## config.mk

```make
export PLATFORM = sky130hd
export DESIGN_NAME = combination_enumerator
export DESIGN_NICKNAME = d
export VERILOG_FILES = /design/src/design/ce_pkg.sv /design/src/design/ce_index.sv /design/src/design/combination_enumerator.sv
export VERILOG_INCLUDE_DIRS = /design/src /design/src/design
export SDC_FILE = /design/constraint.sdc
export NUM_CORES = 1
export LEC_CHECK = 0
export BUFFER_PORTS_ARGS = -buffer_cell sky130_fd_sc_hd__buf_4
export CAP_MARGIN = 20
export CORE_MARGIN = 10
export CORE_UTILIZATION = 61
export CTS_CLUSTER_SIZE = 20
export DETAILED_ROUTE_END_ITERATION = 16
export HOLD_SLACK_MARGIN = 0.05
export PLACE_DENSITY = 0.85
export SLEW_MARGIN = 25
export SYNTH_ARGS = -nofsm -noshare
export SYNTH_HDL_FRONTEND = slang
export SYNTH_SLANG_ARGS = --single-unit
```

## constraint.sdc

```tcl
create_clock -name clk -period 8.6 [get_ports clk]
set_input_delay 2.58 -clock clk [delete_from_list [all_inputs] [get_ports clk]]
set_output_delay 2.58 -clock clk [all_outputs]
set_load 0.02 [all_outputs]
```

## src/design/assert_macros.svh

```systemverilog
// Assertion macros used by the combination enumerator top level.
`ifndef ASSERT_MACROS_SVH
`define ASSERT_MACROS_SVH

// Property checked on the rising clock edge, ignored while reset is high.
`define CE_ASSERT(name, clk, rst, prop, msg) \
  name: assert property (@(posedge clk) disable iff (rst) prop) else $error(msg);

// Property checked on every rising clock edge, reset included.
`define CE_ASSERT_ALWAYS(name, clk, prop, msg) \
  name: assert property (@(posedge clk) prop) else $error(msg);

`endif

```

## src/design/ce_pkg.sv

```systemverilog
// Constants, codes and types shared by the combination enumerator modules.
package ce_pkg;

  localparam int MAX_SET  = 16;
  localparam int MAX_PICK = 8;

  localparam int VALUE_W  = 32;
  localparam int SLOT_W   = 4;
  localparam int POS_W    = 3;
  localparam int N_W      = 5;
  localparam int K_W      = 4;
  localparam int KIND_W   = 2;
  localparam int STATUS_W = 2;
  localparam int ADDR_W   = 3;
  localparam int DATA_W   = 32;

  localparam logic [N_W-1:0] N_MAX = N_W'(MAX_SET);
  localparam logic [K_W-1:0] K_MAX = K_W'(MAX_PICK);

  localparam logic [KIND_W-1:0] KIND_LOAD    = 2'd0;
  localparam logic [KIND_W-1:0] KIND_RESTART = 2'd1;
  localparam logic [KIND_W-1:0] KIND_NEXT    = 2'd2;

  localparam logic [STATUS_W-1:0] STATUS_ELEMENT   = 2'd0;
  localparam logic [STATUS_W-1:0] STATUS_EXHAUSTED = 2'd1;
  localparam logic [STATUS_W-1:0] STATUS_INVALID   = 2'd2;

  // Register select taken from paddr[2].
  localparam logic REG_SET_SIZE     = 1'b0;
  localparam logic REG_CHOOSE_COUNT = 1'b1;

  typedef struct packed {
    logic restart;
    logic advance;
  } ce_idx_ctrl_t;

  typedef struct packed {
    logic found;
    logic exhausted;
  } ce_idx_stat_t;

endpackage

```

## src/design/ce_index.sv

```systemverilog
// Index vector of the current combination, its successor logic and the exhausted flag.
module ce_index import ce_pkg::*; (
  input  logic               clk,
  input  logic               rst,
  input  ce_idx_ctrl_t       ctrl,
  input  logic [N_W-1:0]     n,
  input  logic [K_W-1:0]     k,
  input  logic [POS_W-1:0]   rd_pos,
  output logic [SLOT_W-1:0]  rd_idx,
  output ce_idx_stat_t       stat
);

  logic [SLOT_W-1:0] idx_vec [MAX_PICK];
  logic              exhausted;
  logic              found;
  logic [POS_W-1:0]  pos;
  logic [SLOT_W-1:0] base;

  // The rightmost position still below its ceiling N-K+i wins, since the scan runs upward.
  always_comb begin
    found = 1'b0;
    pos   = '0;
    base  = '0;
    for (int i = 0; i < MAX_PICK; i++) begin
      if ((K_W'(i) < k) &&
          ({2'b00, idx_vec[i]} < ({1'b0, n} - {2'b00, k} + (N_W+1)'(i)))) begin
        found = 1'b1;
        pos   = POS_W'(i);
        base  = idx_vec[i];
      end
    end
  end

  always_ff @(posedge clk) begin
    if (rst || ctrl.restart) begin
      for (int i = 0; i < MAX_PICK; i++) begin
        idx_vec[i] <= SLOT_W'(i);
      end
      exhausted <= 1'b0;
    end else if (ctrl.advance) begin
      if (found) begin
        // The raised index and every one after it form a run of consecutive values.
        for (int i = 0; i < MAX_PICK; i++) begin
          if ((POS_W'(i) >= pos) && (K_W'(i) < k)) begin
            idx_vec[i] <= base + SLOT_W'(1) + SLOT_W'(i) - {1'b0, pos};
          end
        end
      end else begin
        exhausted <= 1'b1;
      end
    end
  end

  assign rd_idx          = idx_vec[rd_pos];
  assign stat.found      = found;
  assign stat.exhausted  = exhausted;

endmodule

```

## src/design/combination_enumerator.sv

```systemverilog
// Top level of the lexicographic K-combination enumerator.
// Load words write one list slot and restart words reset the enumeration; for
// both, busy stays low. A next word with a valid configuration raises busy while
// it makes one list-memory read per cycle, one per element, and the K element
// words come out from the registered read port, one per cycle, with result_valid
// high for each; a new word is taken once busy falls. A next word while exhausted
// or with a bad configuration (K=0, K>N or K above eight) gives a single status
// word in the cycle after it is taken. Results cannot be stalled, and no clearing
// pass follows reset: list slots read before being loaded are undefined.
`include "assert_macros.svh"

module combination_enumerator import ce_pkg::*; (
  input  logic                clk,
  input  logic                rst,
  input  logic                start,
  output logic                busy,
  input  logic [KIND_W-1:0]   kind,
  input  logic [SLOT_W-1:0]   slot,
  input  logic [VALUE_W-1:0]  value,
  output logic                result_valid,
  output logic [VALUE_W-1:0]  element_value,
  output logic [POS_W-1:0]    element_position,
  output logic [SLOT_W-1:0]   source_index,
  output logic                last_of_combination,
  output logic                final_combination,
  output logic [STATUS_W-1:0] status,
  input  logic                psel,
  input  logic                penable,
  input  logic                pwrite,
  input  logic [ADDR_W-1:0]   paddr,
  input  logic [DATA_W-1:0]   pwdata,
  output logic [DATA_W-1:0]   prdata,
  output logic                pready
);

  localparam logic ST_IDLE = 1'b0;
  localparam logic ST_RUN  = 1'b1;

  logic                set_size;
  logic [N_W-1:0]      set_size_q;
  logic [K_W-1:0]      choose_count;
  logic [N_W-1:0]      n_sat;
  logic                cfg_bad;
  logic                cfg_write;
  logic                accept;
  logic                state;
  logic [POS_W-1:0]    cnt;
  logic [POS_W-1:0]    k_last;
  logic                run_last;
  logic [SLOT_W-1:0]   rd_idx;
  logic [VALUE_W-1:0]  list_mem [MAX_SET];
  logic [VALUE_W-1:0]  rd_data;
  logic [POS_W-1:0]    pos_q;
  logic [SLOT_W-1:0]   idx_q;
  logic                last_q;
  logic                final_q;
  logic [STATUS_W-1:0] status_q;
  ce_idx_ctrl_t        idx_ctrl;
  ce_idx_stat_t        idx_stat;

  // Configuration port.
  assign pready    = 1'b1;
  assign cfg_write = psel && penable && pwrite && pready;
  assign set_size  = paddr[2];

  always_ff @(posedge clk) begin
    if (rst) begin
      set_size_q   <= N_MAX;
      choose_count <= K_W'(1);
    end else if (cfg_write) begin
      unique case (set_size)
        REG_SET_SIZE:     set_size_q   <= pwdata[N_W-1:0];
        REG_CHOOSE_COUNT: choose_count <= pwdata[K_W-1:0];
        default:          ;
      endcase
    end
  end

  always_comb begin
    unique case (set_size)
      REG_SET_SIZE:     prdata = DATA_W'(set_size_q);
      REG_CHOOSE_COUNT: prdata = DATA_W'(choose_count);
      default:          prdata = '0;
    endcase
  end

  assign n_sat   = (set_size_q > N_MAX) ? N_MAX : set_size_q;
  assign cfg_bad = (choose_count == '0) || ({1'b0, choose_count} > n_sat) ||
                   (choose_count > K_MAX);
  assign k_last  = POS_W'(choose_count - K_W'(1));

  // Sequencer.
  assign busy     = (state == ST_RUN);
  assign accept   = start && !busy;
  assign run_last = (state == ST_RUN) && (cnt == k_last);

  always_ff @(posedge clk) begin
    if (rst) begin
      state        <= ST_IDLE;
      cnt          <= '0;
      result_valid <= 1'b0;
    end else begin
      result_valid <= 1'b0;
      unique case (state)
        ST_IDLE: begin
          if (accept && (kind == KIND_NEXT)) begin
            if (cfg_bad || idx_stat.exhausted) begin
              result_valid <= 1'b1;
            end else begin
              state <= ST_RUN;
              cnt   <= '0;
            end
          end
        end
        ST_RUN: begin
          result_valid <= 1'b1;
          if (cnt == k_last) begin
            state <= ST_IDLE;
          end else begin
            cnt <= cnt + POS_W'(1);
          end
        end
        default: state <= ST_IDLE;
      endcase
    end
  end

  // Fields registered alongside the list read, so they line up with the read data.
  always_ff @(posedge clk) begin
    if (state == ST_RUN) begin
      pos_q    <= cnt;
      idx_q    <= rd_idx;
      last_q   <= (cnt == k_last);
      final_q  <= !idx_stat.found;
      status_q <= STATUS_ELEMENT;
    end else if (accept && (kind == KIND_NEXT)) begin
      pos_q    <= '0;
      idx_q    <= '0;
      last_q   <= 1'b1;
      final_q  <= 1'b0;
      status_q <= cfg_bad ? STATUS_INVALID : STATUS_EXHAUSTED;
    end
  end

  // List memory: one write port for loads, one registered read port.
  always_ff @(posedge clk) begin
    if (accept && (kind == KIND_LOAD)) begin
      list_mem[slot] <= value;
    end
    rd_data <= list_mem[rd_idx];
  end

  assign idx_ctrl.restart = accept && (kind == KIND_RESTART);
  assign idx_ctrl.advance = run_last;

  ce_index u_index (
    .clk    (clk),
    .rst    (rst),
    .ctrl   (idx_ctrl),
    .n      (n_sat),
    .k      (choose_count),
    .rd_pos (cnt),
    .rd_idx (rd_idx),
    .stat   (idx_stat)
  );

  assign element_value       = (status_q == STATUS_ELEMENT) ? rd_data : '0;
  assign element_position    = pos_q;
  assign source_index        = idx_q;
  assign last_of_combination = last_q;
  assign final_combination   = final_q;
  assign status              = status_q;

  `CE_ASSERT(a_bad_cfg_reports, clk, rst,
    accept && (kind == KIND_NEXT) && cfg_bad |=>
      result_valid && last_of_combination && (status == STATUS_INVALID),
    "next word with a bad configuration did not report invalid")
  `CE_ASSERT(a_run_ends_last, clk, rst,
    run_last |=> result_valid && last_of_combination && (status == STATUS_ELEMENT),
    "final element word of a combination is not marked last")
  `CE_ASSERT(a_exhaust_on_final, clk, rst,
    $rose(idx_stat.exhausted) |-> result_valid && final_combination && last_of_combination,
    "enumeration became exhausted without a final combination")
  `CE_ASSERT_ALWAYS(a_reset_quiet, clk,
    rst |=> !busy && !result_valid,
    "block not quiet after reset")

endmodule
```

* After elaboration in Yosys (flattened, before gate mapping)
Memories as Yosys holds them, arrays and structs flattened. A register that Yosys moved wholly into a read port is not among the register bits.
Index checks and enable logic that the tools add are counted.
** Storage, ports and cells
- Register bits :: 26
- RAM bits :: 544
- Output and inout port bits :: 78
- Word-level logic and storage cells :: 220
- Memories kept :: 2
** Memories
- list_mem :: depth 16, width 32, read ports 1, clocked after memory_dff 1, wr ports 1, RTL line combination_enumerator.sv:51 : logic [VALUE_W-1:0] list_mem [MAX_SET];
- u_index.idx_vec :: depth 8, width 4, read ports 9, clocked after memory_dff 1, wr ports 8, RTL line ce_index.sv:13 : logic [SLOT_W-1:0] idx_vec [MAX_PICK];
** Operators by class
- Add/subtract/negate cells :: 26
- Order comparisons :: 27
- Equality and inequality tests :: 6
- Multiplexer cells :: 100
- Bitwise gates (word level) :: 11
- Reduce and logical (&&, ||, !) cells :: 37
** Operators by type and width (count)
- 2-to-1 mux 4 bit :: 18
- one-hot mux 32 bit (2 select lines) :: 1
- 2-to-1 mux 1 bit :: 62
- less-than comparator 4 x 6 -> 1 bit :: 8
- 2-to-1 mux 3 bit :: 11
- 2-to-1 mux 32 bit :: 1
- subtractor 4 x 3 -> 4 bit :: 8
- adder 6 x 3 -> 6 bit, second input constant :: 4
- logical AND 1 bit :: 23
- adder 4 x 3 -> 4 bit, second input constant :: 4
- less-than comparator 3 x 4 -> 1 bit, first input constant :: 4
- adder 6 x 2 -> 6 bit, second input constant :: 2
- >= comparator 3 bit, first input constant :: 4
- adder 4 x 1 -> 4 bit, second input constant :: 2
- adder 4 x 2 -> 4 bit, second input constant :: 2
- less-than comparator 1 x 4 -> 1 bit, first input constant :: 2
- less-than comparator 2 x 4 -> 1 bit, first input constant :: 2
- OR 1 bit :: 8
- adder 6 x 1 -> 6 bit, second input constant :: 1
- >= comparator 1 x 3 -> 1 bit, first input constant :: 2
- >= comparator 2 x 3 -> 1 bit, first input constant :: 2
- 2-to-1 mux 2 bit :: 3
- inequality test 2 bit, second input constant :: 3
- one-hot mux 3 bit (2 select lines) :: 1
- other kinds (19) :: 29

* Logic depth before layout (Yosys ltp)
Gate-level depths: netlist (run 1).
- Depth in word-level cells :: 21
- Mapped depth :: 33
- Depth with buffers taken out :: 29

* By module
A second synthesis (run 1) with hierarchy kept.
** Second synthesis, totals
- Cell total of the unflattened synthesis :: 1407
- Area total of the unflattened synthesis :: 25849.8 sq um
** Modules (own cells, without submodules)
- combination_enumerator :: times used 1, cells an instance 956, area an instance 21649.5 sq um
- ce_index :: times used 1, cells an instance 451, area an instance 4200.3 sq um

* Worst setup path after synthesis (run 1)
No wires, ideal clock.
- Kind :: reg-to-reg
- From :: register set_size_q[4]
- To :: memory u_index.idx_vec[6][3] (data pin)
- Library setup time :: 262 ps
- Arrival :: 6576 ps
- Slack :: 1762 ps
- Cell stages (with the launch flop) :: 33
- Period minus slack after synthesis :: 6838 ps
- Cell sequence :: dfxtp_1 > buf_4 > buf_2 > clkbuf_1 > nand2b_1 > ha_1 > inv_1 > fa_1 > xor2_1 > ha_1 > clkbuf_1 > nor2b_1 > xnor2_1 > ha_1 > o21a_1 > nor2_1 > a21oi_1 > o2111a_1 > o211ai_1 > a311o_1 > a21oi_1 > o31a_1 > ha_1 > xor2_1 > inv_1 > ha_1 > inv_1 > ha_1 > a21oi_1 > xor2_1 > xnor2_1 > xnor2_1 > nor2_1
** RTL lines
- start, declared :: RTL line combination_enumerator.sv:40 : logic [N_W-1:0] set_size_q;
- start signal, assigned :: RTL line combination_enumerator.sv:72 : REG_SET_SIZE: set_size_q <= pwdata[N_W-1:0];
- end, declared :: RTL line ce_index.sv:13

==> results of run 1 <==
area by class of cell:
class	instances	share of cell area [%]
clock buffers	72	5.087
well taps	585	2.462
clock inverters	35	1.195
repair buffers	133	3.467
flip-flops and latches	605	59.35
inverters	46	0.5807
multi-input cells	1074	27.86
power groups by stage:
| stage | registers [mW] | clock network, mW | logic (mW) |
|---|---|---|---|
| finish | 3.31 | 2.49 | 1.05 |
| floorplan | 3.35 | 0 | 0.735 |
| detailed placement | 3.37 | 0 | 1.04 |
| global placement | 3.37 | 0 | 1.00 |
| CTS | 3.31 | 2.51 | 1.05 |
| global route | 3.31 | 2.63 | 1.15 |
logic make-up after synthesis:
family                   synth area share [%]
XOR/XNOR                                1.761
adder cells (fa/ha/maj)                 3.152
AND/OR/NAND/NOR                         7.814
flip-flops                              66.75
buffers and inverters                   2.929
other                                 0.02841
AO/OA/AOI/OAI                           8.561
multiplexers                            9.006
Yosys cell counts, drive strengths merged, types with 40 or more instances:
library cell    n  area (um2)
mux2i         140        1401
mux4           40       900.9
a21oi          65       325.3
dfxtp          52        1041
and2          102       638.1
ha             57       713.2
nor2           75       281.5
xnor2          40       369.1
buf            52       316.6
nand2         161       604.3
edfxtp        553       16610
a211oi        101       758.2
clkbuf         76       285.3
inv            46       172.7
state kept, by name, indices dropped and copies added (netlist names), named ones only:
name,count
busy,1
choose_count,4
cnt,3
element_position,3
final_combination,1
last_of_combination,1
list_mem,512
rd_data,32
result_valid,1
set_size_q,5
source_index,4
status,2
u_index.exhausted,1
u_index.idx_vec,32
worst paths after layout:
| kind | to | slack [ns] | depth (start not counted) |
|---|---|---|---|
| setup / recovery | u_index.idx_vec[6][3] | 1.77 | 29 |
| hold / removal | u_index.exhausted | 0.51 | 2 |
| setup reg to reg | u_index.idx_vec[6][3] | 1.77 | 29 |
| hold reg to reg | u_index.exhausted | 0.51 | 2 |
per-stage QoR:
| step | power, mW | cell area [um2] | instances |
|---|---|---|---|
| 2_1_floorplan | 4.089 | 26540 | 1853 |
| 3_3_place_gp | 4.377 | 27840 | 2442 |
| 3_5_place_dp | 4.408 | 27840 | 2442 |
| 4_1_cts | 6.864 | 29710 | 2549 |
| 5_1_grt | 7.090 | 29740 | 2550 |
| 6_report | 6.852 | 29740 | 2550 |
critical path, delay by kind of cell (launching register included):
kind | cells | cell delay (ns)
adders and majority gates | 7 | 2.20
xor gates and xnor gates | 6 | 1.02
buffers and inverters | 7 | 1.09
and+or+nand+nor | 2 | 0.33
AOI/OAI and AO/OA | 7 | 1.43
DFF | 1 | 0.50
layer usage:
layer  vias up  wire (um)  GRT usage, %
li1       7073          -             -
met1      7828      23680         28.79
met2       761      31170         39.78
met3       129       5057         4.716
met4         4       1681         7.498
met5         -         32             0
==> impl_metrics.env, run 1 <==
export IMPL_row_count=76
export IMPL_critPathMaxStageDelay_ns=0.50
export IMPL_start_util_pct=61.51
export IMPL_ys_seq_area_share_pct=66.75
export IMPL_fin_util_pct=69.18
export IMPL_status="completed"
export IMPL_clock_skew_ns=0.03237
export IMPL_crit_top_cell="ha_1"
export IMPL_cp_slowest_cell="dfxtp_1"
export IMPL_synth_area_um2=26440
export IMPL_place_gp_congestion=0.9008
export IMPL_max_freq_ghz=0.1463
export IMPL_ys_seq_elements=605
export IMPL_cp_arrival_ns=7.18
export IMPL_clkSinkCount=605
export IMPL_firstDrtPassIters=5
export IMPL_drc_errors=0
export IMPL_p_switching_mw=1.746
export IMPL_placeableCoreArea_um2=42980
export IMPL_grt_pass1_vias=16115
export IMPL_wl_per_cell_um=24.17
export IMPL_layout_commonest_cell="edfxtp_1"
export IMPL_cts_tree="yes"
export IMPL_clockBufferDepth=3
export IMPL_io_buffers=99
export IMPL_fill_cells=2749
export IMPL_routed_wl_um=61620
export IMPL_slew_headroom_pct=29.09
export IMPL_insertion_delay_ns=0.64
export IMPL_end_kind="register"
export IMPL_hp_class="reg2reg"
export IMPL_path_clk_slew_ns=0.06
export IMPL_syn_inst=1827
export IMPL_final_nets=2059
export IMPL_ctsHoldBuffers=0
export IMPL_setup_tns_ns=0
export IMPL_synth_cell_types=76
export IMPL_overflow=0
export IMPL_n_antenna_cell=0
export IMPL_drv_slew=0
export IMPL_ys_flop_type="edfxtp_1"
export IMPL_critPathRequiredTime_ns=8.95
export IMPL_hp_start="u_index.exhausted"
export IMPL_leakage_nw=10.70
export IMPL_period_needed_ns=6.834
export IMPL_via_per_inst=6.194
export IMPL_critPathMaxFanout=10
export IMPL_io_pins=157
export IMPL_synth_enable_flop_cells=553
export IMPL_finalSetupViolCount=0
export IMPL_grt_max_degree=152
export IMPL_power_density_nw_per_um2=230.4
export IMPL_antenna_found_initial=3
export IMPL_comb_power_share_pct=15.4
export IMPL_die_area_um2=52070
export IMPL_dpl_hpwl_um=34890
export IMPL_grt_pass1_wl_um=93470
export IMPL_switching_share_pct=25.48
export IMPL_p_int_mw=5.106
export IMPL_vias=15795
export IMPL_root_buffer="clkbuf_16"
export IMPL_whs_ns=0.5054
export IMPL_worstMarginPinSlew_ns=1.064
export IMPL_pre_cts_ws_ns=1.805
export IMPL_cts_resized=0
export IMPL_ant_nets=0
export IMPL_syn_to_final_growth_pct=12.48
export IMPL_rsz0062_at_grt="false"
export IMPL_dr_first_iter_drc_count=1518
export IMPL_synthArstFlopShare_pct=0
export IMPL_drive_gt1_share_pct=15.62
export IMPL_cap_violations=0
export IMPL_ir_drop_v=0.0001768
export IMPL_p_clk_share_pct=36.3
export IMPL_r2r_start="choose_count[0]"
export IMPL_seq_area_um2=17650
export IMPL_layout_common_cells="edfxtp_1, nand2_1, mux2i_1"
export IMPL_syn_mean_instance_area_um2=14.47
export IMPL_p_seq_share_pct=48.3
export IMPL_htree_levels=2
export IMPL_grt_total_usage_pct=23.08
export IMPL_hold_viol_final=0
export IMPL_cts_buffers=57
export IMPL_die_h_um=228.2
export IMPL_synth_warning_count=0
export IMPL_critPathLaunchType="register"
export IMPL_crit_type="reg2reg"
export IMPL_finalWorstSetupSlack_ns=1.766
export IMPL_worstSetupStartpoint="choose_count[0]"
export IMPL_postCtsSetupRepairBufs=0
export IMPL_timing_final_crit_share_pct=79.47
export IMPL_fp_dieW_um=228.2
export IMPL_multiInputGateArea_um2=8285
No activity file was read; power rests on OpenSTA's default activity.
==> run 2, diff against run 1 <==
==> constraint.sdc (replaced) <==
create_clock -name clk -period 7 [get_ports clk]
set_input_delay 2.1 -clock clk [delete_from_list [all_inputs] [get_ports clk]]
set_output_delay 2.1 -clock clk [all_outputs]
set_load 0.02 [all_outputs]
==> impl_metrics.env, run 2 (synthesis gave the netlist of run 1 again) <==
export IMPL_dpl_hpwl_um=35450
export IMPL_cts_tree="yes"
export IMPL_layout_commonest_cell="edfxtp_1"
export IMPL_fp_dieW_um=228.2
export IMPL_r2r_start="set_size_q[4]"
export IMPL_firstDrtPassIters=7
export IMPL_die_h_um=228.2
export IMPL_clkSinkCount=605
export IMPL_regMostFlops="list_mem"
export IMPL_worstMarginPinSlew_ns=1.055
export IMPL_place_gp_congestion=0.9162
export IMPL_grt_pass1_wl_um=92490
export IMPL_ant_nets=0
export IMPL_hp_start="busy"
export IMPL_grt_pass1_vias=15848
export IMPL_die_area_um2=52070
export IMPL_max_freq_ghz=0.1513
export IMPL_io_buffers=99
export IMPL_leakage_nw=10.67
export IMPL_start_util_pct=61.51
export IMPL_slew_headroom_pct=29.64
export IMPL_cp_slowest_cell="fa_1"
export IMPL_drc_errors=0
export IMPL_cp_arrival_ns=6.96
export IMPL_antenna_found_initial=1
export IMPL_overflow=0
export IMPL_drive_gt1_share_pct=15.44
export IMPL_hold_viol_final=0
export IMPL_cts_buffers=56
export IMPL_worstSetupStartpoint="set_size_q[4]"
export IMPL_final_nets=2058
export IMPL_critPathMaxStageDelay_ns=0.48
export IMPL_via_per_inst=6.220
export IMPL_root_buffer="clkbuf_16"
export IMPL_final_cell_count_no_fill=2550
export IMPL_hp_class="reg2reg"
export IMPL_routed_wl_um=61120
export IMPL_dpl_instance_area_um2=27860
export IMPL_finalSetupViolCount=0
export IMPL_layout_common_cells="edfxtp_1, nand2_1, mux2i_1"
export IMPL_status="completed"
export IMPL_syn_to_final_growth_pct=12.34
export IMPL_period_needed_ns=6.612
export IMPL_path_clk_slew_ns=0.06
export IMPL_largestRegisters="list_mem x512, rd_data x32, u_index.idx_vec x32"
export IMPL_rsz0062_at_grt="false"
export IMPL_clock_skew_ns=0.03005
export IMPL_grt_max_degree=162
export IMPL_htree_levels=2
export IMPL_end_kind="register"
export IMPL_placeableCoreArea_um2=42980
export IMPL_wl_per_cell_um=23.97
export IMPL_cap_violations=0
export IMPL_critPathMaxFanout=27
export IMPL_grt_total_usage_pct=22.83
export IMPL_io_pins=157
export IMPL_critPathLaunchType="register"
export IMPL_critPathRequiredTime_ns=7.35
export IMPL_crit_type="reg2reg"
export IMPL_timing_final_crit_share_pct=94.45
export IMPL_drv_slew=0
export IMPL_dp_cells=2443
export IMPL_power_density_nw_per_um2=280.3
export IMPL_dr_first_iter_drc_count=1787
export IMPL_finish_instance_area_um2=29700
export IMPL_ir_drop_v=0.0002204
export IMPL_row_count=76
export IMPL_ctsHoldBuffers=0
export IMPL_largest_register_ffs=512
export IMPL_setup_tns_ns=0
export IMPL_insertion_delay_ns=0.62
export IMPL_clockBufferDepth=3
export IMPL_vias=15861
==> run 2: per-stage QoR <==
step                      power, mW  hold slack [ns]  util [%]  setup slack (ns)
after CTS                     8.347           0.4957     69.02           0.09799
final                         8.324           0.4922     69.10            0.3885
after floorplan               5.024           0.4590         -            0.1622
after global placement        5.383           0.4648     64.82            0.3921
after global routing          8.634           0.5139     69.09           0.02942
after detailed placement      5.418           0.4810     64.83            0.1372
==> run 2: routing by layer <==
layer,global-route usage (%),wire length (um),up-vias
li1,-,-,7071
met1,28.80,23750,7869
met2,38.87,30570,790
met3,4.480,4829,131
met4,7.957,1967,0
met5,0,0,-
==> run 2: final timing paths <==
check / end / slack [ns] / depth (start not counted)
max: u_index.idx_vec[5][3] / 0.39 / 29
max reg2reg: u_index.idx_vec[5][3] / 0.39 / 29
min: status[0] / 0.49 / 1
min reg2reg: status[0] / 0.49 / 1
==> run 2: power breakdown <==
part	total (mW)	internal [mW]	leakage, nW	switching [mW]
Sequential	4.07	4.02	5.43	0.0530
Clock	2.96	1.67	0.874	1.29
Combinational	1.29	0.533	4.37	0.758
==> run 2: what timing repair did <==
| action | 4_1_cts | 5_1_grt |
|---|---|---|
| setup buffers | 0 | 0 |
| gates resized for setup | 0 | 8 |
| setup endpoints to repair | 0 | 7 |
==> run 2: critical path: cells and delay by family, from the launching register on <==
family	cells	cell delay, ns
AO/OA/AOI/OAI	8	1.59
buffers and inverters	7	1.26
XOR/XNOR	6	0.94
AND/OR/NAND/NOR	2	0.27
adder cells (fa/ha/maj)	6	1.93
flip-flops	1	0.36
==> run 2: cell type report <==
type | instances | area [um2]
sequential | 605 | 17650
fill | 2721 | 13280
multi-input combinational | 1074 | 8309
clock buffer | 77 | 1553
timing repair buffer | 133 | 1031
tap | 585 | 732.0
clock inverter | 28 | 249.0
inverter | 46 | 172.7
antenna | 2 | 5.005
